<file path="config.mk">
export PLATFORM = sky130hd
export DESIGN_NAME = getu_front
export DESIGN_NICKNAME = d
export VERILOG_FILES = /design/src/rtl/getu_pkg.sv /design/src/rtl/getu_front.sv
export SDC_FILE = /design/constraint.sdc
export NUM_CORES = 1
export LEC_CHECK = 0
export BUFFER_PORTS_ARGS = -buffer_cell sky130_fd_sc_hd__buf_2
export CAP_MARGIN = 20
export CORE_MARGIN = 2
export CORE_UTILIZATION = 30
export CTS_CLUSTER_SIZE = 14
export DETAILED_ROUTE_END_ITERATION = 8
export GPL_TIMING_DRIVEN = 0
export PLACE_DENSITY_LB_ADDON = 0.3
export SYNTH_ARGS = -nofsm -noshare
export SYNTH_HDL_FRONTEND = slang
export SYNTH_SLANG_ARGS = --single-unit
</file>
<file path="constraint.sdc">
create_clock -name clk -period 7.4 [get_ports clk]
set_input_delay 1.48 -clock clk [delete_from_list [all_inputs] [get_ports clk]]
set_output_delay 1.48 -clock clk [all_outputs]
set_load 0.005 [all_outputs]
</file>
<file path="src/rtl/getu_pkg.sv">
// Shared types, constants and helpers for the gradient edge threshold unit.
// Used by every module under rtl/; depends on nothing.
package getu_pkg;

  // Frame geometry limits
  localparam int MAX_WIDTH  = 1024;
  localparam int MAX_HEIGHT = 1024;

  // Configuration port
  localparam int CFG_W     = 11;
  localparam int CFG_IDX_W = 2;
  localparam int T_W       = 8;

  localparam logic [CFG_IDX_W-1:0] REG_IMAGE_WIDTH    = 2'd0;
  localparam logic [CFG_IDX_W-1:0] REG_IMAGE_HEIGHT   = 2'd1;
  localparam logic [CFG_IDX_W-1:0] REG_EDGE_THRESHOLD = 2'd2;

  localparam logic [CFG_W-1:0] RST_IMAGE_WIDTH    = 11'd640;
  localparam logic [CFG_W-1:0] RST_IMAGE_HEIGHT   = 11'd480;
  localparam logic [T_W-1:0]   RST_EDGE_THRESHOLD = 8'd8;

  // Pixel data
  localparam int CH_W  = 8;
  localparam int SUM_W = 10;

  // Position and lag counters
  localparam int WD_W   = $clog2(MAX_WIDTH + 1);
  localparam int HT_W   = $clog2(MAX_HEIGHT + 1);
  localparam int COL_W  = $clog2(MAX_WIDTH);
  localparam int ROW_W  = (MAX_HEIGHT > 1) ? $clog2(MAX_HEIGHT) : 1;
  localparam int LEAD_W = 11;
  localparam int CMP_W0 = (LEAD_W > WD_W) ? LEAD_W : WD_W;
  localparam int CMP_W  = ((CMP_W0 > HT_W) ? CMP_W0 : HT_W) + 1;

  // Descriptor queue between front and back
  localparam int QDEPTH = 4;
  localparam int QAW    = $clog2(QDEPTH);
  localparam int QCNT_W = $clog2(QDEPTH + 1);

  // Sum line memory: holds two rows plus one, with slack for queued descriptors
  localparam int LINE_DEPTH = 2 * MAX_WIDTH + 1;
  localparam int MEM_AW     = $clog2(LINE_DEPTH + 2 * QDEPTH + 8);
  localparam int MEM_DEPTH  = 1 << MEM_AW;

  // Magnitude compare datapath
  localparam int NCNT_W = 2;                   // neighbour count 1..3
  localparam int K_W    = 5;                   // 3*nv*nh, at most 27
  localparam int AVN_W  = SUM_W + NCNT_W;
  localparam int SQ_W   = 2 * AVN_W;
  localparam int LHS_W  = SQ_W + 1;
  localparam int TN_W   = T_W + K_W;
  localparam int RHS_W  = 2 * TN_W;
  localparam int FIN_W  = (LHS_W > RHS_W) ? LHS_W : RHS_W;

  typedef struct packed {
    logic [WD_W-1:0] width;
    logic [HT_W-1:0] height;
    logic [T_W-1:0]  thresh;
  } cfg_t;

  typedef struct packed {
    logic              en;
    logic [MEM_AW-1:0] addr;
    logic [SUM_W-1:0]  data;
  } line_wr_t;

  // One pending result: where its pixel sits in the line and which neighbours count
  typedef struct packed {
    logic [MEM_AW-1:0] base;
    logic              above_en;
    logic              below_in;
    logic              below_en;
    logic              left_en;
    logic              right_in;
    logic              right_en;
    logic              last;
  } desc_t;

  typedef enum logic [2:0] {
    BK_IDLE,
    BK_VRD,
    BK_HRD,
    BK_MUL1,
    BK_MUL2,
    BK_CMP
  } back_state_t;

  function automatic logic [WD_W-1:0] eff_width(input logic [CFG_W-1:0] v);
    if (v == '0) begin
      return WD_W'(1);
    end else if (int'(v) > MAX_WIDTH) begin
      return WD_W'(MAX_WIDTH);
    end
    return WD_W'(v);
  endfunction

  function automatic logic [HT_W-1:0] eff_height(input logic [CFG_W-1:0] v);
    if (v == '0) begin
      return HT_W'(1);
    end else if (int'(v) > MAX_HEIGHT) begin
      return HT_W'(MAX_HEIGHT);
    end
    return HT_W'(v);
  endfunction

endpackage

</file>
<file path="src/rtl/getu_front.sv">
// Front end: takes pixel and flush beats, writes channel sums, tracks the lag and
// output position, and issues one descriptor per result. Depends on getu_pkg.
module getu_front
  import getu_pkg::*;
(
  input  logic            clk,
  input  logic            rst_n,
  input  logic            accept,
  input  logic            in_action,
  input  logic [CH_W-1:0] in_red,
  input  logic [CH_W-1:0] in_green,
  input  logic [CH_W-1:0] in_blue,
  input  cfg_t            cfg,
  output line_wr_t        line_wr,
  output logic            q_push,
  output desc_t           q_desc
);

  logic [MEM_AW-1:0] wr_ptr_r, wr_ptr_nxt, wr_cur;
  logic [LEAD_W-1:0] lead_r, lead_nxt, lead_inc, lead_cur;
  logic [COL_W-1:0]  out_col_r, out_col_nxt;
  logic [ROW_W-1:0]  out_row_r, out_row_nxt;
  logic              is_pix;
  logic [CMP_W-1:0]  w_c, h_c, lead_c;
  logic              below_in, right_in;

  always_comb begin
    is_pix   = ~in_action;
    lead_inc = (lead_r == {LEAD_W{1'b1}}) ? lead_r : lead_r + LEAD_W'(1);
    lead_cur = is_pix ? lead_inc : lead_r;
    wr_cur   = is_pix ? wr_ptr_r + MEM_AW'(1) : wr_ptr_r;
    w_c      = CMP_W'(cfg.width);
    h_c      = CMP_W'(cfg.height);
    lead_c   = CMP_W'(lead_cur);
    below_in = (CMP_W'(out_row_r) + CMP_W'(1)) < h_c;
    right_in = (CMP_W'(out_col_r) + CMP_W'(1)) < w_c;

    q_push = accept && (is_pix ? (lead_c > w_c) : (lead_r != '0));

    q_desc.base     = wr_cur - MEM_AW'(lead_cur);
    q_desc.above_en = (out_row_r != '0);
    q_desc.below_in = below_in;
    q_desc.below_en = below_in && ((w_c + CMP_W'(1)) <= lead_c);
    q_desc.left_en  = (out_col_r != '0);
    q_desc.right_in = right_in;
    q_desc.right_en = right_in && (lead_cur >= LEAD_W'(2));
    q_desc.last     = !below_in && !right_in;

    line_wr.en   = accept && is_pix;
    line_wr.addr = wr_ptr_r;
    line_wr.data = SUM_W'(in_red) + SUM_W'(in_green) + SUM_W'(in_blue);

    wr_ptr_nxt  = accept ? wr_cur : wr_ptr_r;
    lead_nxt    = lead_r;
    out_col_nxt = out_col_r;
    out_row_nxt = out_row_r;
    if (accept) begin
      lead_nxt = q_push ? lead_cur - LEAD_W'(1) : lead_cur;
    end
    if (q_push) begin
      if (right_in) begin
        out_col_nxt = out_col_r + COL_W'(1);
      end else begin
        out_col_nxt = '0;
        out_row_nxt = below_in ? out_row_r + ROW_W'(1) : '0;
      end
    end
  end

  always_ff @(posedge clk) begin
    if (!rst_n) begin
      wr_ptr_r  <= '0;
      lead_r    <= '0;
      out_col_r <= '0;
      out_row_r <= '0;
    end else begin
      wr_ptr_r  <= wr_ptr_nxt;
      lead_r    <= lead_nxt;
      out_col_r <= out_col_nxt;
      out_row_r <= out_row_nxt;
    end
  end

  // pending count never runs past one row plus the pixel just taken
  a_lead_bound: assert property (@(posedge clk) disable iff (!rst_n)
    int'(lead_r) <= MAX_WIDTH + 1)
    else $error("front: lag count out of range");

  // a pixel arriving with a full row pending must release a result
  a_pix_emits: assert property (@(posedge clk) disable iff (!rst_n)
    (accept && !in_action && (CMP_W'(lead_r) >= CMP_W'(cfg.width))) |-> q_push)
    else $error("front: pixel with full lag produced no descriptor");

endmodule

</file>
[Word-level counts from Yosys, hierarchy flattened]
Index checks and enable logic that the tools add are counted.
Cells by class
  eq/ne operators: 1
  multipliers: 0
  bitwise gates (word level): 2
  mux-type cells: 7
  reductions and logical operators: 11
  magnitude comparators: 5
  shifts and indexed selects: 0
  $add $sub $neg: 11
  divide/modulo/power cells: 0
Operators by type and width (number)
  11-bit two-way mux: 3
  10-bit by 1-bit adder with 11-bit output (second input constant): 2
  11-bit less-than comparator: 2
  10-bit by 1-bit adder with 10-bit output (second input constant): 2
  10-bit two-way mux: 2
  10-bit nonzero test: 2
  11-bit by 1-bit adder with 12-bit output (second input constant): 1
  12-bit by 1-bit adder with 12-bit output (second input constant): 1
  12-bit by 11-bit less-or-equal comparator with 1-bit output: 1
  12-bit two-way mux: 1
  12-bit by 11-bit subtractor with 12-bit output: 1
  11-bit by 1-bit adder with 11-bit output (second input constant): 1
  11-bit equality test (second input constant): 1
  11-bit by 2-bit greater-or-equal comparator with 1-bit output (second input constant): 1
  11-bit greater-than comparator: 1
  11-bit nonzero test: 1
  11-bit by 1-bit subtractor with 11-bit output (second input constant): 1
  9-bit by 8-bit adder with 10-bit output: 1
  8-bit by 8-bit adder with 9-bit output: 1
  1-bit logical AND: 5
  1-bit zero test: 2
  1-bit NOT: 2
  2-bit AND reduction: 1
  1-bit two-way mux: 1
Word-level totals
  memory bits (read-only): 0
  memory bits (writable): 0
  bits in latches: 0
  input bits: 58
  word-level logic and storage cells: 41
  flip-flop bits (word level): 43
  output and inout bits: 43
  memories: 0

[Logic depth before layout (Yosys ltp)]
  depth after elaboration: 7
  gate-level depth with buffers: 16
  depth with buffers taken out: 15

[Worst setup path after synthesis]
Ideal clock, no wire load.
  path kind: input -> output
  start point: input in_action
  end point: output q_desc[18] in the netlist's numbering
  stages on the path: 13
  arrival time: 4.214 ns
  required time: 5.920 ns
  path slack: 1.706 ns
  path through: buf_2 -> inv_2 -> nand4_1 -> nor2_1 -> and3_1 -> xor2_1 -> inv_1 -> ha_1 -> or3_1 -> o221a_1 -> a41o_1 -> o41a_1 -> xnor2_1
RTL lines
  start: declaration: RTL line getu_front.sv:9  | input logic in_action,
  end: declaration: RTL line getu_front.sv:16  | output desc_t q_desc

[Final worst setup path]
  start point: input in_action
  end point: output q_push
Between the ends
  longest elaborated chain between the ends: 4
RTL lines
  11-bit two-way mux: RTL line getu_front.sv:30  | lead_cur = is_pix ? lead_inc : lead_r;
  11-bit greater-than comparator: RTL line getu_front.sv:38  | q_push = accept && (is_pix ? (lead_c > w_c) : (lead_r != '0));
  1-bit two-way mux *: RTL line getu_front.sv:38
  1-bit logical AND *: RTL line getu_front.sv:38
  end: declaration: RTL line getu_front.sv:15  | output logic q_push,
Mark *: on every way between the ends. The rest lies on a longest branch, timed or not.

==> impl_metrics.toml <==
[status]
run_status = "finished clean"

[setup_path]
worstSetupEndpointType = "primary output"
timing.reg2reg.setup_slack_ns = 2.99
reg2reg_depth = 15
cp_data_arrival_time_ns = 5.10
reg2reg_from = "lead_r[1]"
path_max_fanout = 10
crit_required_ns = 5.92
worstSetupStartpointType = "input pin"
end_of_the_worst_register_to_register_path = "lead_r[6]"
critPathKind = "input pin to primary output"

[yosys]
yosys.area.top_type_share_pct = 16.8
mappedNetlistArea_sq_mm = 0.00522
syn_area_per_cell_sq_um = 7.69
ys_warn_count = 0
yosys.area.top_type = "sky130_fd_sc_hd__ha_1"
yosys_most_used_dff = "sky130_fd_sc_hd__dfxtp_1"
synth.yosys.seq_area_share_pct = 16.5
ys_types = 70
asyncSetResetFlopFracSynth_pct = 0
postSynthRegisterBits = 43
synth_cells = 679
netlist_top_cells_area = "sky130_fd_sc_hd__ha_1, sky130_fd_sc_hd__dfxtp_1, sky130_fd_sc_hd__xnor2_1"
synthMostInstantiatedCell = "sky130_fd_sc_hd__ha_1"
synth_commonest_cells = "sky130_fd_sc_hd__ha_1, sky130_fd_sc_hd__nand2_1, sky130_fd_sc_hd__inv_1, sky130_fd_sc_hd__nor2_1, sky130_fd_sc_hd__dfxtp_1"
count_of_flip_flops_with_a_built_in_enable_after_synthesis = 0
synth.net_count = 817

[clock_tree]
post_cts_setup_buffer_count = 0
cts_htree_levels = 2
clkSinkCount = 43
worst_skew_pair.late_latency_ns = 0.30
path_clk_slew_ns = 0.07
cts_tree = "yes"
post_cts_resize_count = 0
clk_path_buf_depth = 2
cts_made_buffers = 5
cts_hold_repair.buffers = 0
cts.root.buffer_cell = "sky130_fd_sc_hd__clkbuf_16"

[global_routing]
track_usage_pct = 15.2
grt_pass1_wl_mm = 22.6
grt_pass1_vias = 4565
number_of_antenna_violations_at_the_first_check_in_global_routing = 0
pin_count_of_the_biggest_net_entering_global_routing = 15
gr-total-overflow = 0

[finish]
fillers = 1917
area_delta_synth_final_pct = 17.9
fin_nets = 916
ratio_of_cells_with_drive_above_1_in_the_final_layout_pct = 16.2
final_instance_area_sq_mm = 0.00615
ff_latch_area_sq_um = 861
multi_input_comb_area_sq_mm = 0.00400
antenna_cells = 0

[sta]
finalSetupTns_ns = 0
rsz0062_at_grt = "false"
timing_worst_slew_pin_value_ns = 0.890
maximum_clock_skew_at_final_layout_ns = 0.00577
finalSetupViolations = 0
relSlewSlack_pct = 40.5
report.final.slew_viol_count = 0
finalHoldViolCount = 0
final_period_minus_worst_setup_slack_ns = 6.58
worst_slack_ns = 0.819
fin_crit_sh_pct = 88.9
fmaxAchievable_ghz = 0.152

[placed_design]
placed_area_sq_mm = 0.00596
place.port_buffers = 92
hpwlAfterDp_mm = 11.3
place.gp.congestion = 0.861
placement.setup.worst_slack_ns = 0.862

[power_and_ir_drop]
vdd_drop_max_uv = 85.0
powerDensity_mw_per_mm2 = 161
p_leak_nw = 2.91

[floorplanning]
dieArea_sq_mm = 0.0185
dieWidth_um = 136
fp-row-count = 48
floorplan.io_pins = 101
design.core.area_sq_mm = 0.0172
floorplan.initialDensity_pct = 30.4
dieHeight_um = 136

[hold_path]
whs_endpoint = "out_row_r[1]"
timing.hold.worst_path_depth = 2
hold_path_startpoint = "out_row_r[1]"
timing.hold.worst.class = "flop to flop"

[routing]
route.antenna.remaining_nets = 0
post_drt_wl_per_cell_um = 13.7
routed_via_density = 4.90
dr.pass1.iters = 4
first_iter_violations = 188
via_count = 4923
totalWireLength_mm = 13.8
remaining_drc_errors = 0

[run]
max_cap_violations = 0
[logic make-up after synthesis]
group,after synthesis,synth area share (%)
AND/OR/NAND/NOR,264,25.8
multiplexers,16,3.14
adder cells (fa/ha/maj),80,20.6
AO/OA/AOI/OAI,105,13.6
XOR/XNOR,80,13.4
flip-flops,43,16.5
buffers and inverters,91,6.95
[how the worst max path moves through the flow]
stage                   start    endpoint  slack, ns  cells past startpoint
finish              in_action      q_push       0.82                     15
global placement    in_action      q_push       0.87                     15
CTS                 in_action      q_push       0.85                     15
global route        in_action  q_desc[18]       0.58                     15
floorplan           in_action  q_desc[18]       1.71                     13
detailed placement  in_action      q_push       0.86                     15
[registers in the layout (all words and copies together), names as in the netlist]
register   count
lead_r        11
out_col_r     10
out_row_r     10
wr_ptr_r      12
[cell usage in the layout (no fill, tap or decap), types with 14 or more instances in the layout]
master                    instances
sky130_fd_sc_hd__and3_1          15
sky130_fd_sc_hd__xnor2_1         40
sky130_fd_sc_hd__dfxtp_1         43
sky130_fd_sc_hd__nor2_1          65
sky130_fd_sc_hd__a21oi_1         28
sky130_fd_sc_hd__nand3_1         27
sky130_fd_sc_hd__nand2_1         67
sky130_fd_sc_hd__or3_1           14
sky130_fd_sc_hd__inv_1           65
sky130_fd_sc_hd__buf_2           96
sky130_fd_sc_hd__ha_1            70
sky130_fd_sc_hd__nand4_1         16
sky130_fd_sc_hd__nor3_1          16
sky130_fd_sc_hd__xor2_1          40
[power by group]
part	internal, mW	switching (mW)
registers	0.242	0.0154
logic	0.204	0.239
clock network	0.193	0.0987
[cell type report]
type	instances	share of cell area [%]
Multi-Input combinational cell	545	64.9
Inverter	69	4.21
Sequential cell	43	14.0
Tap cell	225	4.58
Clock inverter	3	1.10
Buffer	22	1.69
Timing Repair Buffer	92	7.48
Clock buffer	5	2.03
[critical path: stages]
cell,delay [ns]
sky130_fd_sc_hd__buf_2,0.13
sky130_fd_sc_hd__buf_2,0.19
sky130_fd_sc_hd__inv_2,0.11
sky130_fd_sc_hd__nand4_1,0.37
sky130_fd_sc_hd__nor2_1,0.59
sky130_fd_sc_hd__and3_1,0.25
sky130_fd_sc_hd__xor2_1,0.23
sky130_fd_sc_hd__ha_1,0.28
sky130_fd_sc_hd__and4_1,0.21
sky130_fd_sc_hd__a21boi_0,0.14
sky130_fd_sc_hd__o31ai_1,0.32
sky130_fd_sc_hd__a21bo_2,0.30
sky130_fd_sc_hd__inv_2,0.11
sky130_fd_sc_hd__buf_2,0.22
sky130_fd_sc_hd__buf_2,0.16
[per-stage QoR]
stage	utilization [%]	cells	total power [mW]	hold WS, ns
after floorplan	-	679	0.555	0.462
after global placement	34.7	996	0.706	0.484
after detailed placement	34.7	996	0.707	0.491
after CTS	35.8	1004	1.00	0.501
after global routing	35.8	1004	1.07	0.529
final	35.8	1004	0.993	0.498
[routing by layer]
| metal | vias up | wire length, um | GRT usage (%) |
|---|---|---|---|
| li1 | 2555 | - | - |
| met1 | 2240 | 6710 | 21.1 |
| met2 | 109 | 6170 | 24.0 |
| met3 | 19 | 567 | 2.24 |
| met4 | 0 | 309 | 5.09 |
| met5 | - | 0 | 0 |
Power figures use the tool's default switching activity.
