## config.mk

```make
export PLATFORM = sky130hd
export DESIGN_NAME = getu_queue
export DESIGN_NICKNAME = d
export VERILOG_FILES = /design/src/rtl/getu_pkg.sv /design/src/rtl/getu_queue.sv
export SDC_FILE = /design/constraint.sdc
export NUM_CORES = 1
export LEC_CHECK = 0
export ABC_AREA = 0
export BUFFER_PORTS_ARGS = -buffer_cell sky130_fd_sc_hd__buf_2
export CAP_MARGIN = 20
export CORE_ASPECT_RATIO = 0.75
export CORE_MARGIN = 3
export CORE_UTILIZATION = 56
export CTS_CLUSTER_DIAMETER = 100
export DETAILED_ROUTE_END_ITERATION = 7
export PLACE_DENSITY_LB_ADDON = 0.3
export SLEW_MARGIN = 10
export SYNTH_ARGS = -nofsm -noshare
export SYNTH_HDL_FRONTEND = slang
export SYNTH_SLANG_ARGS = --single-unit
```

## constraint.sdc

```tcl
create_clock -name clk -period 1.7 [get_ports clk]
set_input_delay 0.17 -clock clk [delete_from_list [all_inputs] [get_ports clk]]
set_output_delay 0.17 -clock clk [all_outputs]
set_load 0.005 [all_outputs]
```

## src/rtl/getu_pkg.sv

```systemverilog
// Shared types, constants and helpers for the gradient edge threshold unit.
// Used by every module under rtl/; depends on nothing.
package getu_pkg;

  // Frame geometry limits
  localparam int MAX_WIDTH  = 1024;
  localparam int MAX_HEIGHT = 1024;

  // Configuration port
  localparam int CFG_W     = 11;
  localparam int CFG_IDX_W = 2;
  localparam int T_W       = 8;

  localparam logic [CFG_IDX_W-1:0] REG_IMAGE_WIDTH    = 2'd0;
  localparam logic [CFG_IDX_W-1:0] REG_IMAGE_HEIGHT   = 2'd1;
  localparam logic [CFG_IDX_W-1:0] REG_EDGE_THRESHOLD = 2'd2;

  localparam logic [CFG_W-1:0] RST_IMAGE_WIDTH    = 11'd640;
  localparam logic [CFG_W-1:0] RST_IMAGE_HEIGHT   = 11'd480;
  localparam logic [T_W-1:0]   RST_EDGE_THRESHOLD = 8'd8;

  // Pixel data
  localparam int CH_W  = 8;
  localparam int SUM_W = 10;

  // Position and lag counters
  localparam int WD_W   = $clog2(MAX_WIDTH + 1);
  localparam int HT_W   = $clog2(MAX_HEIGHT + 1);
  localparam int COL_W  = $clog2(MAX_WIDTH);
  localparam int ROW_W  = (MAX_HEIGHT > 1) ? $clog2(MAX_HEIGHT) : 1;
  localparam int LEAD_W = 11;
  localparam int CMP_W0 = (LEAD_W > WD_W) ? LEAD_W : WD_W;
  localparam int CMP_W  = ((CMP_W0 > HT_W) ? CMP_W0 : HT_W) + 1;

  // Descriptor queue between front and back
  localparam int QDEPTH = 4;
  localparam int QAW    = $clog2(QDEPTH);
  localparam int QCNT_W = $clog2(QDEPTH + 1);

  // Sum line memory: holds two rows plus one, with slack for queued descriptors
  localparam int LINE_DEPTH = 2 * MAX_WIDTH + 1;
  localparam int MEM_AW     = $clog2(LINE_DEPTH + 2 * QDEPTH + 8);
  localparam int MEM_DEPTH  = 1 << MEM_AW;

  // Magnitude compare datapath
  localparam int NCNT_W = 2;                   // neighbour count 1..3
  localparam int K_W    = 5;                   // 3*nv*nh, at most 27
  localparam int AVN_W  = SUM_W + NCNT_W;
  localparam int SQ_W   = 2 * AVN_W;
  localparam int LHS_W  = SQ_W + 1;
  localparam int TN_W   = T_W + K_W;
  localparam int RHS_W  = 2 * TN_W;
  localparam int FIN_W  = (LHS_W > RHS_W) ? LHS_W : RHS_W;

  typedef struct packed {
    logic [WD_W-1:0] width;
    logic [HT_W-1:0] height;
    logic [T_W-1:0]  thresh;
  } cfg_t;

  typedef struct packed {
    logic              en;
    logic [MEM_AW-1:0] addr;
    logic [SUM_W-1:0]  data;
  } line_wr_t;

  // One pending result: where its pixel sits in the line and which neighbours count
  typedef struct packed {
    logic [MEM_AW-1:0] base;
    logic              above_en;
    logic              below_in;
    logic              below_en;
    logic              left_en;
    logic              right_in;
    logic              right_en;
    logic              last;
  } desc_t;

  typedef enum logic [2:0] {
    BK_IDLE,
    BK_VRD,
    BK_HRD,
    BK_MUL1,
    BK_MUL2,
    BK_CMP
  } back_state_t;

  function automatic logic [WD_W-1:0] eff_width(input logic [CFG_W-1:0] v);
    if (v == '0) begin
      return WD_W'(1);
    end else if (int'(v) > MAX_WIDTH) begin
      return WD_W'(MAX_WIDTH);
    end
    return WD_W'(v);
  endfunction

  function automatic logic [HT_W-1:0] eff_height(input logic [CFG_W-1:0] v);
    if (v == '0) begin
      return HT_W'(1);
    end else if (int'(v) > MAX_HEIGHT) begin
      return HT_W'(MAX_HEIGHT);
    end
    return HT_W'(v);
  endfunction

endpackage

```

## src/rtl/getu_queue.sv

```systemverilog
// Short descriptor queue between front and back ends, in flip-flops.
// Depends on getu_pkg.
module getu_queue
  import getu_pkg::*;
(
  input  logic  clk,
  input  logic  rst_n,
  input  logic  push,
  input  desc_t push_desc,
  input  logic  pop,
  output desc_t head,
  output logic  full,
  output logic  empty
);

  desc_t              slot [QDEPTH];
  logic [QAW-1:0]     wr_ptr_r, rd_ptr_r;
  logic [QCNT_W-1:0]  cnt_r, cnt_nxt;

  assign full  = (cnt_r == QCNT_W'(QDEPTH));
  assign empty = (cnt_r == '0);
  assign head  = slot[rd_ptr_r];

  always_comb begin
    cnt_nxt = cnt_r;
    if (push && !pop) begin
      cnt_nxt = cnt_r + QCNT_W'(1);
    end else if (pop && !push) begin
      cnt_nxt = cnt_r - QCNT_W'(1);
    end
  end

  always_ff @(posedge clk) begin
    if (push) begin
      slot[wr_ptr_r] <= push_desc;
    end
  end

  always_ff @(posedge clk) begin
    if (!rst_n) begin
      wr_ptr_r <= '0;
      rd_ptr_r <= '0;
      cnt_r    <= '0;
    end else begin
      cnt_r <= cnt_nxt;
      if (push) begin
        wr_ptr_r <= (wr_ptr_r == QAW'(QDEPTH - 1)) ? '0 : wr_ptr_r + QAW'(1);
      end
      if (pop) begin
        rd_ptr_r <= (rd_ptr_r == QAW'(QDEPTH - 1)) ? '0 : rd_ptr_r + QAW'(1);
      end
    end
  end

  a_no_overflow: assert property (@(posedge clk) disable iff (!rst_n)
    !(push && full))
    else $error("queue: push while full");

  a_no_underflow: assert property (@(posedge clk) disable iff (!rst_n)
    !(pop && empty))
    else $error("queue: pop while empty");

endmodule

```

## Yosys cells after proc, flatten, opt, wreduce, memory -nomap -nowiden

Memory sizes are Yosys's and may differ from the RTL's. A register that Yosys moved wholly into a read port is not among the register bits.
Index checks and enable logic that the tools add are counted.

| storage, ports and cells | value |
|---|---|
| bits in registers | 7 |
| bits in writable memories | 76 |
| input port bits | 23 |
| output and inout bits | 21 |
| word-level logic and storage cells | 25 |
| memories kept | 1 |

| operators by class | value |
|---|---|
| $add $sub $neg | 4 |
| eq/ne operators | 3 |
| multiplexer cells | 8 |
| reductions and logical operators | 6 |

Memory list:

| memory | words | bits a word | read ports | clocked after memory_dff | wr ports | RTL line | source |
|---|---|---|---|---|---|---|---|
| slot | 4 | 19 | 1 | 1 | 1 | getu_queue.sv:16 | `desc_t slot [QDEPTH];` |

Operator list:

| operator | count |
|---|---|
| 2-bit 2-to-1 mux | 4 |
| 3-bit 2-to-1 mux | 2 |
| 2-bit by 1-bit adder with 2-bit output (second input constant) | 2 |
| 2-bit equality test (second input constant) | 2 |
| 3-bit by 1-bit adder with 3-bit output (second input constant) | 1 |
| 3-bit equality test (second input constant) | 1 |
| 3-bit logical NOT | 1 |
| 3-bit by 1-bit subtractor with 3-bit output (second input constant) | 1 |
| 1-bit logical AND | 2 |
| 1-bit logical NOT | 2 |
| 1-bit 2-to-1 mux | 2 |
| 2-bit nonzero test | 1 |

## Logic depth before layout (Yosys ltp)

Gate-level depths: netlist of the first run.

| logic depth | value |
|---|---|
| depth after elaboration | 4 |
| gate-level depth with buffers | 7 |
| mapped depth without buffers | 7 |

## Worst setup path before layout of the first run

No wires, ideal clock.

| path | value |
|---|---|
| path kind | input-to-reg |
| start | input pop |
| end | register cnt_r[2] |
| setup time | 76 ps |
| arrival time | 1374 ps |
| slack | 251 ps |
| stages on the path | 7 |
| cells stage by stage | inv_1 -> ha_1 -> inv_1 -> fa_1 -> xor2_1 -> or3_1 -> a21boi_0 |

| on the way | value |
|---|---|
| cells in the longest elaborated chain, start to end | 3 |
| elaborated cells between the ends (all ways) | 5 |

Ends and longest elaborated chain:

| what | RTL line | source |
|---|---|---|
| start: declaration | getu_queue.sv:10 | `input logic pop,` |
| 1-bit logical NOT | getu_queue.sv:26 | `if (push && !pop) begin` |
| 1-bit logical AND | getu_queue.sv:26 |  |
| 3-bit 2-to-1 mux / 2-bit nonzero test (equally long branches) | - |  |
| end signal: assignment | getu_queue.sv:45 | `cnt_r <= cnt_nxt;` |
| end: declaration | getu_queue.sv:18 | `logic [QCNT_W-1:0] cnt_r, cnt_nxt;` |

Several ways; a longest one is shown, not always the timed one.
A chain may end at the register's enable or synchronous reset.

==> impl_metrics.json, run 1 <==
{
  "setup_viol": 18,
  "status": "complete, but fails checks",
  "avgSynthCellArea_sq_um": 22.7,
  "io_buffers": 43,
  "drt-initial-drc-count": 97,
  "hold_path_end": "slot[2][3]$_DFFE_PP_",
  "timing.fmax_mhz": 575,
  "path_class": "reg -> out",
  "yosys_warnings": 0,
  "layout_commonest_cell": "edfxtp_1",
  "worstHoldPathCells": 1,
  "place.gp.congestion": 0.663,
  "num_io_pins": 44,
  "cp-start-kind": "flop",
  "cts_tree": "built",
  "routed-via-count": 1529,
  "synth_xor_area_frac": 0.00540,
  "postCtsSetupRepairBufs": 0,
  "die_h_microns": 71.9,
  "grt.total_usage": 0.172,
  "finalMaxSlewViolations": 0,
  "reg2reg_from": "cnt_r[0]$_SDFFE_PN0P_",
  "clkLatencyLatePin_ns": 0.34,
  "core-area_sq_mm": 0.00547,
  "clk_pin_slew_worst_paths_ns": 0.08,
  "finalNonFillerCells": 282,
  "hold_viol_final": 0,
  "synth_seq_area_share": 0.759,
  "num_rows": 23,
  "end_kind": "primary output",
  "min-delay-start": "push_desc[3]",
  "synth-seq-cells": 85,
  "routed_via_density": 5.42,
  "crit_family": "multiplexers",
  "cts_sinks": 85,
  "wirelength_microns": 5160,
  "post-route-util": 0.697,
  "ff_latch_area_sq_mm": 0.00247,
  "ys_types": 22,
  "hold_class": "in -> reg",
  "clock_path_buffers": 2,
  "fin_tns_setup_ns": -0.361,
  "drcViolationCount": 0,
  "dp_cells": 265,
  "path_cells": "clkbuf_16 > mux4_2 > buf_2",
  "fp.dieArea_sq_mm": 0.00675,
  "tightest_slew_ns": 0.500,
  "hold-worst-slack_ns": 0.0349,
  "synthMuxAreaShare": 0.155,
  "grt_pass1_wl_microns": 8380,
  "dieWidth_microns": 93.9,
  "cts_made_buffers": 9,
  "rr_worst_depth": 4,
  "relSlewSlack": 0.667,
  "reg2reg_slack_ns": 0.18,
  "grt_max_degree": 20,
  "synth.cell_area_sq_mm": 0.00324,
  "diodes": 0,
  "timing.final.crit_share": 1.02,
  "crit_buf_inv": 2,
  "synthesis.nets": 173,
  "clockRootBuffer": "clkbuf_8",
  "fin_ws_ns": -0.0393,
  "slowest_stage": "mux4_2",
  "required_ns": 1.53,
  "drive_gt1_frac": 0.430,
  "area_growth_pct": 17.5,
  "leakage_uw": 0.00134,
  "antenna_found_initial": 0,
  "drt_pass1_iterations": 4,
  "ant_nets": 0,
  "worst-path-max-fanout": 4,
  "power_density_mw_per_mm2": 1100,
  "rsz0062_at_grt": "true",
  "start_util": 0.593,
  "ctsHoldBuffers": 0,
  "finalNetCount": 233,
  "cp.arrival_ns": 1.57,
  "synth_fa_ha_area_frac": 0.0293,
  "multi_input_area_sq_um": 693,
  "postSynthCellCount": 143,
  "ir_drop_mv": 0.612,
  "grt_overflow": 0,
  "wire_per_inst_microns": 18.3,
  "final_cell_mix": "edfxtp_1 (76), buf_2 (41), mux4_2 (19)",
  "synth_top_family_by_area": "multiplexers",
  "grt_pass1_vias": 1637,
  "synth_simple_gate_area_frac": 0.0278,
  "violations": "setup timing",
  "nFillCells": 363,
  "max-cap-violations": 0,
  "fin_worst_skew_ns": 0.00521,
  "min_period_ns": 1.74,
  "critPathMaxStageDelay_ns": 0.49,
  "power_uw": 4200,
  "htreeDepth": 3,
  "synth_compound_area_frac": 0.00617,
  "dp_hpwl_microns": 3330,
  "reg2reg_to": "cnt_r[2]$_SDFFE_PN0P_"
}
## cells in the mapped netlist, drive strengths merged
master	n	area (sq um)
buf	4	41.3
xnor2	1	8.76
mux2i	4	40.0
or3	1	6.26
nor3	2	10.0
dfxtp	9	180
mux4	19	462
nor2	1	3.75
a21boi	1	7.51
fa	1	20.0
ha	6	75.1
nor3b	1	7.51
o21ai	1	5.00
o21a	1	7.51
xor2	1	8.76
inv	4	15.0
and2	5	31.3
nor2b	5	31.3
edfxtp	76	2280
## cell families after synthesis
group / after synthesis
compound gates: 3
xor+xnor: 2
fa+ha+maj: 7
buf+inv: 8
flops: 85
mux: 23
simple gates: 15
## worst max path at each step
stage,start,end,slack (ns),cells after the start
global placement,wr_ptr_r[0]$_SDFFE_PN0P_,slot[2][17]$_DFFE_PP_,0.05,3
global route,flop,head[9],-0.1,3
floorplan,pop,cnt_r[2]$_SDFFE_PN0P_,0.25,7
detailed placement,wr_ptr_r[1]$_SDFFE_PN0P_,slot[1][7]$_DFFE_PP_,-0.04,3
CTS,flop,head[11],-0.09,3
finish,flop,head[11],-0.04,3
## repair_timing
item | 4_1_cts | 5_1_grt
setup endpoints to repair | 57 | 19
resized for setup | 6 | 10
gates cloned | 1 | 1
## per-layer routing
metal	global-route usage	share of wire
met1	0.220	0.43
met2	0.275	0.50
met3	0.0601	0.051
met4	0.0721	0.018
met5	0	0
## cell type report
cell class	instances	share of cell area
multi-input cells	50	0.182
clock inverters	5	0.0161
clock buffers	10	0.0335
flip-flops and latches	85	0.647
well taps	75	0.0246
repair buffers	53	0.0926
inverters	4	0.00394
## worst register-to-register path, delay by kind of cell (launching register included)
family | cells | cell delay [ns]
xor+xnor | 1 | 0.16
flops | 1 | 0.36
fa+ha+maj | 1 | 0.44
compound gates | 1 | 0.19
simple gates | 1 | 0.30
## report_power, final
part           switching, uW  internal [uW]
clock network            666            675
registers               46.7           2380
logic                    195            239
total                    908           3300
## through the flow
step / instance area, sq um / setup WS [ns]
2_1_floorplan: 3240 / 0.251
3_3_place_gp: 3580 / 0.0475
3_5_place_dp: 3580 / -0.0355
4_1_cts: 3800 / -0.0863
5_1_grt: 3810 / -0.0959
6_report: 3810 / -0.0393
## sequential cells by signal, indices dropped and copies added, names as in the netlist, named ones only
register  count
rd_ptr_r      2
wr_ptr_r      2
slot         76
cnt_r         3
(Power assumes the default switching activity.)
==> run 2: changes to the inputs <==
BUFFER_PORTS_ARGS = -buffer_cell sky130_fd_sc_hd__buf_4   (was -buffer_cell sky130_fd_sc_hd__buf_2)
HOLD_SLACK_MARGIN = 0.08   (was not set)
==> impl_metrics.json, run 2 (same netlist as run 1, synthesis figures left out) <==
{
  "required_ns": 1.53,
  "largest_reg_flops": 76,
  "wirelength_microns": 5560,
  "num_rows": 23,
  "final_area_sq_mm": 0.00419,
  "num_io_pins": 44,
  "multi_input_area_sq_um": 703,
  "cp-start-kind": "flop",
  "leakage_uw": 0.00149,
  "io_buffers": 43,
  "dieWidth_microns": 93.9,
  "relSlewSlack": 0.653,
  "dp_hpwl_microns": 3490,
  "reg_top3": "slot: 76 flops, cnt_r: 3 flops",
  "setup_viol": 17,
  "ff_latch_area_sq_mm": 0.00247,
  "fin_ws_ns": -0.0597,
  "core-area_sq_mm": 0.00547,
  "worst-path-max-fanout": 4,
  "path_cells": "clkbuf_16 > mux4_2 > buf_6",
  "path_class": "reg -> out",
  "grt_max_degree": 20,
  "rsz0062_at_grt": "true",
  "antenna_found_initial": 0,
  "clock_path_buffers": 2,
  "timing.fmax_mhz": 568,
  "area_growth_pct": 29.2,
  "place_worst_setup_slack_ns": -0.0311,
  "violations": "setup timing",
  "fp.dieArea_sq_mm": 0.00675,
  "crit_buf_inv": 2,
  "grt_pass1_wl_microns": 8800,
  "postPlaceCellArea_sq_mm": 0.00373,
  "top_register": "slot",
  "htreeDepth": 3,
  "crit_family": "multiplexers",
  "finalNetCount": 253,
  "hold_viol_final": 0,
  "drive_gt1_frac": 0.382,
  "min_period_ns": 1.76,
  "start_util": 0.593,
  "grt.total_usage": 0.182,
  "tightest_slew_ns": 0.521,
  "clkLatencyLatePin_ns": 0.35,
  "end_kind": "primary output",
  "power_density_mw_per_mm2": 1010,
  "die_h_microns": 71.9,
  "fin_worst_skew_ns": 0.00883,
  "max-cap-violations": 0,
  "clockRootBuffer": "clkbuf_8",
  "ir_drop_mv": 0.673,
  "drcViolationCount": 0,
  "cts_made_buffers": 9,
  "routed_via_density": 5.28,
  "place.gp.congestion": 0.678,
  "grt_overflow": 0,
  "timing.final.crit_share": 1.04,
  "nFillCells": 307,
  "clk_pin_slew_worst_paths_ns": 0.07,
  "final_cell_mix": "edfxtp_1 (76), buf_4 (33), dlygate4sd3_1 (20)",
  "status": "complete, but fails checks",
  "finalMaxSlewViolations": 0,
  "hold_class": "in -> reg",
  "cts_tree": "built",
  "drt-initial-drc-count": 88,
  "grt_pass1_vias": 1694,
  "critPathMaxStageDelay_ns": 0.52,
  "layout_commonest_cell": "edfxtp_1",
  "cts_sinks": 85,
  "wire_per_inst_microns": 18.3,
  "routed-via-count": 1599,
  "slowest_stage": "mux4_2",
  "drt_pass1_iterations": 4,
  "ant_nets": 0,
  "diodes": 0,
  "cp.arrival_ns": 1.59
}
==> run 2: what timing repair did <==
item,CTS,global route
setup endpoints to repair,35,19
hold buffers,20,0
buffers inserted,0,0
resized for setup,16,8
cloned,1,1
pin swaps,0,0
endpoints found under the hold margin,77,0
==> run 2: cell type report <==
| type | count | area share |
|---|---|---|
| repair buffers | 73 | 0.176 |
| clock buffers | 9 | 0.0296 |
| flip-flops and latches | 85 | 0.588 |
| inverters | 4 | 0.00358 |
| clock inverters | 7 | 0.0122 |
| well taps | 75 | 0.0224 |
| multi-input cells | 50 | 0.168 |
==> run 2: report_power, final <==
part | switching (uW) | internal [uW] | total (uW)
registers | 46.4 | 2380 | 2430
clock network | 707 | 534 | 1240
logic | 219 | 346 | 566
total | 973 | 3260 | 4230
==> run 2: routing by layer <==
| layer | vias to the layer above | track usage | wire length (microns) |
|---|---|---|---|
| met5 | - | 0 | 0 |
| met4 | 0 | 0.0769 | 43 |
| met3 | 6 | 0.0466 | 301 |
| met2 | 48 | 0.307 | 2890 |
| met1 | 803 | 0.230 | 2320 |
| li1 | 742 | - | - |
==> run 2: worst reg2reg max path, delay by kind of cell (launching register included) <==
family,cells,cell delay [ns]
adders and majority gates,1,0.15
buffers and inverters,3,0.43
and+or+nand+nor,1,0.32
DFF,1,0.32
==> run 2: per-stage QoR <==
| step | power [uW] | hold slack (ns) | TNS, ns | cells | utilization |
|---|---|---|---|---|---|
| floorplan | 2700 | 0.269 | 0 | 143 | - |
| global placement | 2920 | 0.370 | 0 | 265 | 0.682 |
| detailed placement | 2950 | 0.373 | -0.0311 | 265 | 0.682 |
| CTS | 4250 | 0.150 | -1.14 | 302 | 0.762 |
| global route | 4410 | 0.172 | -1.72 | 303 | 0.767 |
| finish | 4230 | 0.169 | -0.631 | 303 | 0.767 |
==> run 2: final timing paths <==
path	startpoint	endpoint	slack, ns	cells past startpoint
min reg2reg	cnt_r[2]$_SDFFE_PN0P_	cnt_r[2]$_SDFFE_PN0P_	0.52	2
max reg2reg	wr_ptr_r[0]$_SDFFE_PN0P_	slot[2][14]$_DFFE_PP_	0.20	5
max	flop	head[11]	-0.06	3
min	pop	flop	0.17	3
