[src/rtl/getu_pkg.sv]
// Shared types, constants and helpers for the gradient edge threshold unit.
// Used by every module under rtl/; depends on nothing.
package getu_pkg;

  // Frame geometry limits
  localparam int MAX_WIDTH  = 1024;
  localparam int MAX_HEIGHT = 1024;

  // Configuration port
  localparam int CFG_W     = 11;
  localparam int CFG_IDX_W = 2;
  localparam int T_W       = 8;

  localparam logic [CFG_IDX_W-1:0] REG_IMAGE_WIDTH    = 2'd0;
  localparam logic [CFG_IDX_W-1:0] REG_IMAGE_HEIGHT   = 2'd1;
  localparam logic [CFG_IDX_W-1:0] REG_EDGE_THRESHOLD = 2'd2;

  localparam logic [CFG_W-1:0] RST_IMAGE_WIDTH    = 11'd640;
  localparam logic [CFG_W-1:0] RST_IMAGE_HEIGHT   = 11'd480;
  localparam logic [T_W-1:0]   RST_EDGE_THRESHOLD = 8'd8;

  // Pixel data
  localparam int CH_W  = 8;
  localparam int SUM_W = 10;

  // Position and lag counters
  localparam int WD_W   = $clog2(MAX_WIDTH + 1);
  localparam int HT_W   = $clog2(MAX_HEIGHT + 1);
  localparam int COL_W  = $clog2(MAX_WIDTH);
  localparam int ROW_W  = (MAX_HEIGHT > 1) ? $clog2(MAX_HEIGHT) : 1;
  localparam int LEAD_W = 11;
  localparam int CMP_W0 = (LEAD_W > WD_W) ? LEAD_W : WD_W;
  localparam int CMP_W  = ((CMP_W0 > HT_W) ? CMP_W0 : HT_W) + 1;

  // Descriptor queue between front and back
  localparam int QDEPTH = 4;
  localparam int QAW    = $clog2(QDEPTH);
  localparam int QCNT_W = $clog2(QDEPTH + 1);

  // Sum line memory: holds two rows plus one, with slack for queued descriptors
  localparam int LINE_DEPTH = 2 * MAX_WIDTH + 1;
  localparam int MEM_AW     = $clog2(LINE_DEPTH + 2 * QDEPTH + 8);
  localparam int MEM_DEPTH  = 1 << MEM_AW;

  // Magnitude compare datapath
  localparam int NCNT_W = 2;                   // neighbour count 1..3
  localparam int K_W    = 5;                   // 3*nv*nh, at most 27
  localparam int AVN_W  = SUM_W + NCNT_W;
  localparam int SQ_W   = 2 * AVN_W;
  localparam int LHS_W  = SQ_W + 1;
  localparam int TN_W   = T_W + K_W;
  localparam int RHS_W  = 2 * TN_W;
  localparam int FIN_W  = (LHS_W > RHS_W) ? LHS_W : RHS_W;

  typedef struct packed {
    logic [WD_W-1:0] width;
    logic [HT_W-1:0] height;
    logic [T_W-1:0]  thresh;
  } cfg_t;

  typedef struct packed {
    logic              en;
    logic [MEM_AW-1:0] addr;
    logic [SUM_W-1:0]  data;
  } line_wr_t;

  // One pending result: where its pixel sits in the line and which neighbours count
  typedef struct packed {
    logic [MEM_AW-1:0] base;
    logic              above_en;
    logic              below_in;
    logic              below_en;
    logic              left_en;
    logic              right_in;
    logic              right_en;
    logic              last;
  } desc_t;

  typedef enum logic [2:0] {
    BK_IDLE,
    BK_VRD,
    BK_HRD,
    BK_MUL1,
    BK_MUL2,
    BK_CMP
  } back_state_t;

  function automatic logic [WD_W-1:0] eff_width(input logic [CFG_W-1:0] v);
    if (v == '0) begin
      return WD_W'(1);
    end else if (int'(v) > MAX_WIDTH) begin
      return WD_W'(MAX_WIDTH);
    end
    return WD_W'(v);
  endfunction

  function automatic logic [HT_W-1:0] eff_height(input logic [CFG_W-1:0] v);
    if (v == '0) begin
      return HT_W'(1);
    end else if (int'(v) > MAX_HEIGHT) begin
      return HT_W'(MAX_HEIGHT);
    end
    return HT_W'(v);
  endfunction

endpackage

[src/rtl/getu_back.sv]
// Back end: fetches the four neighbour sums for a descriptor, runs the exact
// magnitude compare and holds the result beat. Depends on getu_pkg.
module getu_back
  import getu_pkg::*;
(
  input  logic              clk,
  input  logic              rst_n,
  input  cfg_t              cfg,
  input  desc_t             q_head,
  input  logic              q_empty,
  output logic              q_pop,
  output logic [MEM_AW-1:0] rd_addr_a,
  output logic [MEM_AW-1:0] rd_addr_b,
  input  logic [SUM_W-1:0]  rd_data_a,
  input  logic [SUM_W-1:0]  rd_data_b,
  input  logic              out_pop,
  output logic              out_empty,
  output logic              out_edge_res,
  output logic              out_frame_last
);

  back_state_t state_r, state_nxt;
  desc_t       desc_r;

  logic [SUM_W-1:0]  av_r, lo_v, hi_v, lo_h, hi_h, av_nxt, ah;
  logic [AVN_W-1:0]  avn_r, ahn_r;
  logic [TN_W-1:0]   tn_r;
  logic [SQ_W-1:0]   sqv_r, sqh_r;
  logic [RHS_W-1:0]  rsq_r;
  logic [NCNT_W-1:0] nv, nh;
  logic [K_W-1:0]    knn;
  logic [FIN_W-1:0]  lhs, rhs;
  logic [MEM_AW-1:0] w_a;
  logic              out_valid_r, out_edge_r, out_last_r, out_load;

  // next state
  always_comb begin
    state_nxt = state_r;
    unique case (state_r)
      BK_IDLE: begin
        if (!q_empty) state_nxt = BK_VRD;
      end
      BK_VRD:  state_nxt = BK_HRD;
      BK_HRD:  state_nxt = BK_MUL1;
      BK_MUL1: state_nxt = BK_MUL2;
      BK_MUL2: state_nxt = BK_CMP;
      BK_CMP: begin
        if (out_load) state_nxt = BK_IDLE;
      end
      default: state_nxt = BK_IDLE;
    endcase
  end

  // state outputs
  always_comb begin
    w_a      = MEM_AW'(cfg.width);
    q_pop    = (state_r == BK_IDLE) && !q_empty;
    out_load = (state_r == BK_CMP) && (!out_valid_r || out_pop);
    if (state_r == BK_VRD) begin
      rd_addr_a = desc_r.base - w_a;
      rd_addr_b = desc_r.base + w_a;
    end else begin
      rd_addr_a = desc_r.base - MEM_AW'(1);
      rd_addr_b = desc_r.base + MEM_AW'(1);
    end
  end

  // datapath arithmetic; a missing neighbour reads as zero
  always_comb begin
    lo_v   = desc_r.above_en ? rd_data_a : '0;
    hi_v   = desc_r.below_en ? rd_data_b : '0;
    lo_h   = desc_r.left_en  ? rd_data_a : '0;
    hi_h   = desc_r.right_en ? rd_data_b : '0;
    av_nxt = (hi_v >= lo_v) ? hi_v - lo_v : lo_v - hi_v;
    ah     = (hi_h >= lo_h) ? hi_h - lo_h : lo_h - hi_h;
    nv     = NCNT_W'(1) + NCNT_W'(desc_r.above_en) + NCNT_W'(desc_r.below_in);
    nh     = NCNT_W'(1) + NCNT_W'(desc_r.left_en) + NCNT_W'(desc_r.right_in);
    knn    = K_W'(nv) * K_W'(nh) * K_W'(3);
    lhs    = FIN_W'(sqv_r) + FIN_W'(sqh_r);
    rhs    = FIN_W'(rsq_r);
  end

  always_ff @(posedge clk) begin
    if (q_pop) begin
      desc_r <= q_head;
    end
    if (state_r == BK_HRD) begin
      av_r <= av_nxt;
    end
    if (state_r == BK_MUL1) begin
      avn_r <= AVN_W'(av_r) * AVN_W'(nh);
      ahn_r <= AVN_W'(ah) * AVN_W'(nv);
      tn_r  <= TN_W'(cfg.thresh) * TN_W'(knn);
    end
    if (state_r == BK_MUL2) begin
      sqv_r <= SQ_W'(avn_r) * SQ_W'(avn_r);
      sqh_r <= SQ_W'(ahn_r) * SQ_W'(ahn_r);
      rsq_r <= RHS_W'(tn_r) * RHS_W'(tn_r);
    end
    if (out_load) begin
      out_edge_r <= (lhs > rhs);
      out_last_r <= desc_r.last;
    end
  end

  always_ff @(posedge clk) begin
    if (!rst_n) begin
      state_r     <= BK_IDLE;
      out_valid_r <= 1'b0;
    end else begin
      state_r <= state_nxt;
      if (out_load) begin
        out_valid_r <= 1'b1;
      end else if (out_pop) begin
        out_valid_r <= 1'b0;
      end
    end
  end

  assign out_empty      = !out_valid_r;
  assign out_edge_res   = out_edge_r;
  assign out_frame_last = out_last_r;

  // a fresh result only ever comes out of the compare step
  a_load_from_cmp: assert property (@(posedge clk) disable iff (!rst_n)
    $rose(out_valid_r) |-> $past(state_r == BK_CMP))
    else $error("back: result beat appeared outside compare step");

  // once busy, the sequencer only returns to idle right after the compare
  a_busy_until_cmp: assert property (@(posedge clk) disable iff (!rst_n)
    (state_r != BK_IDLE) |=> (state_r != BK_IDLE) || $past(state_r == BK_CMP))
    else $error("back: sequence abandoned early");

endmodule

[config.mk]
export PLATFORM = sky130hd
export DESIGN_NAME = getu_back
export DESIGN_NICKNAME = d
export VERILOG_FILES = /design/src/rtl/getu_pkg.sv /design/src/rtl/getu_back.sv
export SDC_FILE = /design/constraint.sdc
export NUM_CORES = 1
export LEC_CHECK = 0
export BUFFER_PORTS_ARGS = -buffer_cell sky130_fd_sc_hd__buf_2
export CORE_ASPECT_RATIO = 1.25
export CORE_MARGIN = 3
export CORE_UTILIZATION = 59
export CTS_CLUSTER_SIZE = 10
export DETAILED_ROUTE_END_ITERATION = 8
export PLACE_DENSITY = 0.8
export SYNTH_ARGS = -nofsm -noshare
export SYNTH_HDL_FRONTEND = slang
export SYNTH_SLANG_ARGS = --single-unit
[constraint.sdc]
create_clock -name clk -period 6.05 [get_ports clk]
set_clock_uncertainty 0.1 [all_clocks]
set_input_delay 0.3025 -clock clk [delete_from_list [all_inputs] [get_ports clk]]
set_output_delay 0.3025 -clock clk [all_outputs]
set_load 0.01 [all_outputs]
== Word level (Yosys, flattened, before mapping) ==
Cells that the tools add are included.
Widths: inputs -> output; s select.
Word-level totals
  register bits after elaboration: 146
  bits of input ports: 73
  output and inout bits: 28
  logic and storage cells: 71
Cells by class
  $add $sub $neg: 13
  multiply operators: 8
  magnitude comparators: 3
  equal/unequal tests: 7
  mux-type cells: 13
  reduce and logical (&&, ||, !) cells: 8
Operators with widths (count)
  $mux 10: 6
  $mul 12x12->24: 2
  $sub 10x10->10: 4
  $gt 25x26->1: 1
  $mul 13x13->26: 1
  $add 24x24->25: 1
  $mul 10x2->12: 2
  $mux 12: 2
  $ge 10x10->1: 2
  $pmux 3 s6: 1
  $mul 8x5->13: 1
  $add 12x1->12 const B: 1
  $add 12x11->12: 1
  $sub 12x1->12 const B: 1
  $sub 12x11->12: 1
  $eq 3x2->1 const B: 2
  $eq 3x3->1 const B: 2
  $mux 3: 2
  $mul 4x2->5 const B: 1
  $add 1x1->2 const A: 2
  $add 2x1->2: 2
  $mul 2x2->4: 1
  $ne 2x2->1 const B: 2
  $eq 3x1->1 const B: 1
  other kinds (7): 10

== Depth between registers and ports, before layout ==
Gate-level depths: netlist of run 1.
  depth in word-level cells: 5
  gate-level depth with buffers: 26
  depth with buffers taken out: 24

== Least setup slack after synthesis of run 1 ==
OpenSTA, ideal clock, no wires.
  path kind: register -> register
  from: register desc_r[3] (netlist bit)
  to: register tn_r[12] (data pin)
  library setup time: 0.258 ns
  data arrival time: 5.729 ns
  data required time: 5.692 ns
  path slack: -0.037 ns
  cell stages (with the launch flop): 25
  buffers on the path: 2
  clock period less this slack: 6.087 ns
  cell sequence: edfxtp_1 clkbuf_1 inv_1 ha_1 clkbuf_1 nor2_1 ha_1 inv_1 ha_1 ha_1 a21oi_1 o31ai_1 nand2_1 fa_1 fa_1 fa_1 inv_1 ha_1 a21o_1 a21oi_1 o21bai_1 a2111oi_0 o31ai_1 a21oi_1 xnor2_1
On the way
  word-level cells in the longest chain between the ends: 5
RTL lines
  start: declaration: line getu_back.sv:23  | desc_t desc_r;
  start signal: assignment: line getu_back.sv:85  | desc_r <= q_head;
  $add 1x1->2: line getu_back.sv:77  | nh = NCNT_W'(1) + NCNT_W'(desc_r.left_en) + NCNT_W'(desc_r.right_in);
  $add 2x1->2: line getu_back.sv:77
  $mul 2x2->4: line getu_back.sv:78  | knn = K_W'(nv) * K_W'(nh) * K_W'(3);
  $mul 4x2->5: line getu_back.sv:78
  $mul 8x5->13: line getu_back.sv:93  | tn_r <= TN_W'(cfg.thresh) * TN_W'(knn);
  end signal: assignment: line getu_back.sv:93
  end: declaration: line getu_back.sv:27  | logic [TN_W-1:0] tn_r;
Every way passes these cells.
A chain may end at the register's enable or synchronous reset.

== Final worst setup path of run 1 ==
Same ends and word-level chain as after synthesis.

==> metrics, run 1 <==
Antenna diodes=0; post-synth top area cell=fa_1; crit-path cells=inv_1 -> ha_1 -> nor2_1 -> ha_1 -> inv_1 -> ha_1 -> ha_1 -> a21oi_2 -> o211ai_1 -> o31ai_4 -> nand2_1 -> fa_1 -> fa_1 -> fa_1 -> inv_1 -> ha_1 -> a21o_1 -> a21oi_1 -> o21bai_1 -> a2111oi_2 -> o31ai_1 -> a21oi_1 -> xnor2_1; FF/Latch Area=4250 um2; drt drc=0; crit path capture type=flip-flop; Synthesis Warnings=0; register bit total from synthesis=143; RePlAce Congestion=0.893; period utilization=97.1%; count leader, synth=inv_1; DR WL/cell=15.9 um; Tmin final=5.88 ns; fin. max-slew vios=0; Pre-antenna DRT Iters=5; Arr. time, crit path=5.98 ns; Top-Level Pins=101; CTS tree=built; Final setup viols=0; Slew Limit Headroom=24.6%; full die area=42500 um2; Antenna Nets Post-Route=0; area of the multi-input gates=17000 um2; die height=230 um; Post-synth top flop=edfxtp_1; final hold vios=0; chip width=185 um; syn avg cell area=9.17 um2; via count of the first global-routing pass=19300; clock insertion delay at the later pin of the skew report=0.45 ns; hold crit path type=in2reg; IO buf count=89; CP Buf/Inv Count=3; syn_nets=3267; clk slew on worst S/H paths=0.07 ns; core outline area=39300 um2; crit-path max cell delay=0.52 ns; number of max-cap violations=0; fillers=3031; power per cell area=499 nW/um2; vias=17868; Mapped Cells=2577; Startpoint Class=flip-flop; synthesized area=23600 um2; clock root buffer=clkbuf_16; Final #Nets=3395; htree depth=4; Netlist cell types=70; antenna violations before repair=0; dpl hpwl=41.5 mm; initial DRC count=782; Worst Path Max Fanout=8; TritonCTS Buffers=17; Critical-path top delay cell=fa_1; # clock sinks=143; Worst-Margin Slew=1.13 ns; Clock Path Buffers=2; Area contributors post-synth=fa_1, ha_1, edfxtp_1; Pwr Total=0.0129 W; Layout area overhead=9.20%; initial core utilization=60.1%; proportion of layout cells with a drive suffix above 1=7.58%; Async S/R FF share, synth=0%; post-layout util=65.6%; CP top delay family=adder cells; Rows=81; WS Path Type=reg2reg; Tot GR Track Use=25.0%; Post-synth EDFFs=139; Max VDD drop=0.569 mV; first-pass GRT wire length=87.0 mm; status=finished clean; FMAX=0.170 GHz; largest net degree at the start of global routing=72; sequential cell area fraction in the yosys report=18.0%; CP most frequent cell=ha_1; Synth top area share=23.9%; Via-to-Cell Ratio=5.56; CP required=6.15 ns; WL final=51.1 mm; commonest cells in the netlist=inv_1, ha_1, fa_1, nand2_1, and2_1; LEAKAGE=13.5 nW; Overflow after GRT=0
==> final timing paths <==
check	slack, ns	from	cells after the start	to
worst max register to register	0.17	desc_r[3]	23	tn_r[12]
worst min register to register	0.34	desc_r[0]	0	out_frame_last
worst min-delay path	0.04	out_pop	3	state_r[0]
worst max-delay path	0.17	desc_r[3]	23	tn_r[12]
==> report_power, final <==
group | switching [W] | total, W | internal, W
logic | 0.00560 | 0.00998 | 0.00439
registers | 0.0000684 | 0.00177 | 0.00170
clock network | 0.000459 | 0.00112 | 0.000656
total | 0.00612 | 0.0129 | 0.00674
==> area by class of cell <==
type                       count  share of cell area, %
multi-input combinational   1798                   66.0
sequential                   143                   16.5
inverter                     571                   8.31
timing repair buffer         174                   4.40
tap                          498                   2.42
clock buffer                  18                   1.66
clock inverter                14                  0.708
==> per-layer routing <==
| layer | wire [um] | global-route usage (%) | vias to the layer above |
|---|---|---|---|
| met5 | 0 | 0 | - |
| met4 | 1740 | 8.89 | 0 |
| met3 | 2090 | 3.42 | 124 |
| met2 | 27600 | 47.5 | 464 |
| met1 | 19700 | 28.3 | 8779 |
| li1 | - | - | 8501 |
==> through the flow <==
step                setup slack (ns)  instances  hold WS (ns)  setup TNS [ns]  area [um2]
finish                         0.175       3216        0.0425               0       25800
global route                 -0.0170       3216        0.0819         -0.0260       25800
CTS                            0.104       3190        0.0193               0       25600
detailed placement           0.00136       3137         0.312               0       24800
global placement               0.214       3137         0.306               0       24800
floorplan                     0.0185       2577         0.300               0       23600
==> layout by cell type, fill, tap and decap left out, drive strengths merged, types with 6 or more instances in the layout <==
cell type,Yosys,layout
nor3,32,32
a221oi,7,7
clkbuf,59,18
nand3,19,19
edfxtp,139,139
a211oi,11,11
fa,282,282
nand2,194,194
a21oi,114,114
or2,6,6
nor2b,57,57
nand2b,31,31
buf,6,153
nor4,7,7
ha,335,335
nand3b,7,7
o211ai,13,13
xor2,40,40
and2,144,144
dlygate4sd3,0,21
o21bai,15,15
and3,13,13
o21a,16,16
nand4,14,14
a31oi,11,11
mux2i,23,23
o31ai,6,6
o21ai,67,67
a21o,57,57
inv,571,575
nor2,108,108
xnor2,103,103
==> what timing repair did <==
action / in CTS / in global routing
setup buffers: 0 / 26
pin swaps: 0 / 1
resized for setup: 2 / 4
hold endpoints to repair: 22 / 0
setup endpoints to repair: 1 / 9
hold buffers: 21 / 0
==> registers in the layout (all words and copies together), names as in the netlist <==
| signal | flops |
|---|---|
| out_frame_last | 1 |
| ahn_r | 12 |
| desc_r | 19 |
| sqv_r | 23 |
| state_r | 3 |
| av_r | 10 |
| sqh_r | 23 |
| rhs | 25 |
| out_edge_res | 1 |
| out_valid_r | 1 |
| avn_r | 12 |
| tn_r | 13 |
==> tightest hold or removal path: stages <==
cell and delay (ns):
buf_2 0.08, nand3b_1 0.09, a221oi_1 0.06
==> cells by family after synthesis <==
kind of cell / count (synthesis) / share of synthesized area (%)
compound gates: 362 / 9.93
xor+xnor: 143 / 5.30
fa+ha+maj: 617 / 41.6
buf+inv: 636 / 10.1
flops: 143 / 18.0
mux: 26 / 1.12
simple gates: 650 / 13.9
Note: power is estimated with default switching activity, not from simulation.
==> run 2, diff against run 1 <==
--- a/config.mk
+++ b/config.mk
@@ -5,7 +5,8 @@
 export SDC_FILE = /design/constraint.sdc
 export NUM_CORES = 1
 export LEC_CHECK = 0
-export BUFFER_PORTS_ARGS = -buffer_cell sky130_fd_sc_hd__buf_2
+export ABC_AREA = 1
+export BUFFER_PORTS_ARGS = -buffer_cell sky130_fd_sc_hd__clkbuf_2
 export CORE_ASPECT_RATIO = 1.25
 export CORE_MARGIN = 3
 export CORE_UTILIZATION = 59
==> metrics, run 2 <==
proportion of layout cells with a drive suffix above 1=5.57% (was 7.58%); FMAX=0.182 GHz (was 0.170 GHz); Resize count post-CTS=0 (was 2); Async S/R FF share, synth=0% (unchanged); Final Cell Area=27000 um2 (was 25800 um2); Pre-antenna DRT Iters=5 (unchanged); post-route setup TNS=0 ns (unchanged); hold crit path type=in2reg (unchanged); Synth top area share=22.4% (was 23.9%); first-pass GRT wire length=91.7 mm (was 87.0 mm); Top-Level Pins=101 (unchanged); Max VDD drop=0.669 mV (was 0.569 mV); Layout area overhead=7.02% (was 9.20%); Final #Nets=3999 (was 3395); period utilization=90.6% (was 97.1%); Post-DP Area=26200 um2 (was 24800 um2); antenna violations before repair=0 (unchanged); Worst Path Max Fanout=6 (was 8); fin. max-slew vios=0 (unchanged); Post-synth top flop=edfxtp_1 (unchanged); IO buf count=89 (unchanged); largest net degree at the start of global routing=72 (unchanged); Worst-Margin Slew=0.904 ns (was 1.13 ns); LEAKAGE=15.8 nW (was 13.5 nW); core outline area=42100 um2 (was 39300 um2); final hold vios=0 (unchanged); total setup buffers inserted after CTS=0 (unchanged); Final setup viols=0 (unchanged); commonest cells in the netlist=inv_1, nand2_1, ha_1, fa_1, nor2_1 (was inv_1, ha_1, fa_1, nand2_1, and2_1); sequential cell area fraction in the yosys report=16.9% (was 18.0%); count leader, synth=inv_1 (unchanged); clock insertion delay at the later pin of the skew report=0.44 ns (was 0.45 ns); clock root buffer=clkbuf_16 (unchanged); simple-gate area share of the yosys netlist=18.0% (was 13.9%); post-synthesis mux area share=0.0446% (was 1.12%); Via-to-Cell Ratio=5.16 (was 5.56); Antenna Nets Post-Route=0 (unchanged); initial core utilization=59.8% (was 60.1%); post-synth top area cell=fa_1 (unchanged); htree depth=4 (unchanged); main combinational cell family by area after synthesis=adder cells (unchanged); synthesized area=25200 um2 (was 23600 um2); initial DRC count=1006 (was 782); Area contributors post-synth=fa_1, ha_1, edfxtp_1 (unchanged); TritonCTS Buffers=17 (unchanged); DR WL/cell=13.3 um (was 15.9 um); Synth Area in Adders=39.0% (was 41.6%); Tot GR Track Use=24.2% (was 25.0%); vias=20041 (was 17868); Synthesis Warnings=0 (unchanged); RSZ-0062 raised after global routing=no; drt drc=0 (unchanged); die height=237 um (was 230 um); status=finished clean (unchanged); Mapped Cells=3231 (was 2577); dpl hpwl=43.0 mm (was 41.5 mm); Rows=84 (was 81); WL final=51.5 mm (was 51.1 mm); Slew Limit Headroom=39.7% (was 24.6%); crit path capture type=flip-flop (unchanged); post-synthesis compound-gate area fraction=7.07% (was 9.93%); syn_nets=3921 (was 3267); most frequent cells in the layout=inv_1, nand2_1, ha_1 (was inv_1, ha_1, fa_1); RePlAce Congestion=0.926 (was 0.893); Netlist cell types=57 (was 70); post-layout util=64.0% (was 65.6%); Tmin final=5.48 ns (was 5.88 ns); Arr. time, crit path=5.57 ns (was 5.98 ns); Clock Path Buffers=2 (unchanged); Antenna diodes=0 (unchanged); xor/xnor cell area share of the yosys netlist=5.04% (was 5.30%); most common cell after layout, fill and taps aside=inv_1 (unchanged); Startpoint Class=flip-flop (unchanged); clk slew on worst S/H paths=0.07 ns (about the same); WS Path Type=reg2reg (unchanged); Post-synth EDFFs=139 (unchanged); chip width=191 um (was 185 um); CTS tree=built (unchanged); power per cell area=496 nW/um2 (was 499 nW/um2); register bit total from synthesis=143 (unchanged); full die area=45300 um2 (was 42500 um2); max reg flops=25 (unchanged); # clock sinks=143 (unchanged); Overflow after GRT=0 (unchanged); via count of the first global-routing pass=21132 (was 19300); CP required=6.14 ns (was 6.15 ns); Pwr Total=0.0134 W (was 0.0129 W); number of max-cap violations=0 (unchanged); syn avg cell area=7.81 um2 (was 9.17 um2); hold buffers post-CTS=21 (unchanged)
==> run 2: power breakdown <==
group	switching [W]	total, W	internal [W]	leakage [nW]
Combinational	0.00656	0.0106	0.00399	14.2
Sequential	0.0000957	0.00181	0.00172	1.30
Clock	0.000453	0.00103	0.000574	0.263
==> run 2: worst max-delay path, cell delays in order (launching register included) <==
cell and delay, ns:
edfxtp_1 0.38, inv_1 0.07, ha_1 0.24, nor2_1 0.12, ha_1 0.19, inv_1 0.05, ha_1 0.30, ha_1 0.29
a21oi_1 0.05, or2_2 0.27, o21ai_0 0.22, inv_1 0.16, nor2_1 0.15, fa_1 0.44, fa_1 0.49, inv_1 0.05
fa_1 0.47, inv_1 0.04, ha_1 0.33, a21oi_1 0.20, o21ai_0 0.15, a21oi_1 0.23, nor2_1 0.06, nor2_1 0.11
xnor2_1 0.07
==> run 2: path summary, 6_finish.rpt <==
kind	start	cells past startpoint	endpoint	slack (ns)
max	desc_r[6]	24	tn_r[10]	0.57
min	out_pop	4	out_valid_r	0.10
max reg2reg	desc_r[6]	24	tn_r[10]	0.57
min reg2reg	desc_r[0]	0	out_frame_last	0.35
==> run 2: cells by family (layout without fill, tap and decap cells) <==
group	count (synthesis)	count (layout)
buffers and inverters	929	1020
adder cells (fa/ha/maj)	617	617
XOR/XNOR	145	145
AO/OA/AOI/OAI	311	311
multiplexers	1	1
AND/OR/NAND/NOR	1085	1085
flip-flops	143	143
==> run 2: final cells by class <==
cell class                 count  area, um2
multi-input combinational   2159      17500
fill                        3512      15200
sequential                   143       4250
inverter                     861       3240
timing repair buffer         127        783
tap                          559        699
clock buffer                  19        433
clock inverter                13        133
==> run 2: through the flow <==
stage	instances	setup WS (ns)	hold slack, ns
after global placement	3828	0.619	0.306
after detailed placement	3828	0.587	0.307
after floorplan	3231	0.0369	0.300
after global routing	3881	0.166	0.114
final	3881	0.568	0.103
after CTS	3881	0.578	0.0359
==> run 2: layer usage <==
metal | track usage (%) | wire [um] | up-vias
li1 | - | - | 10012
met3 | 2.98 | 2140 | 113
met4 | 8.14 | 1380 | 0
met1 | 28.2 | 20300 | 9458
met5 | 0 | 0 | -
met2 | 45.7 | 27600 | 458
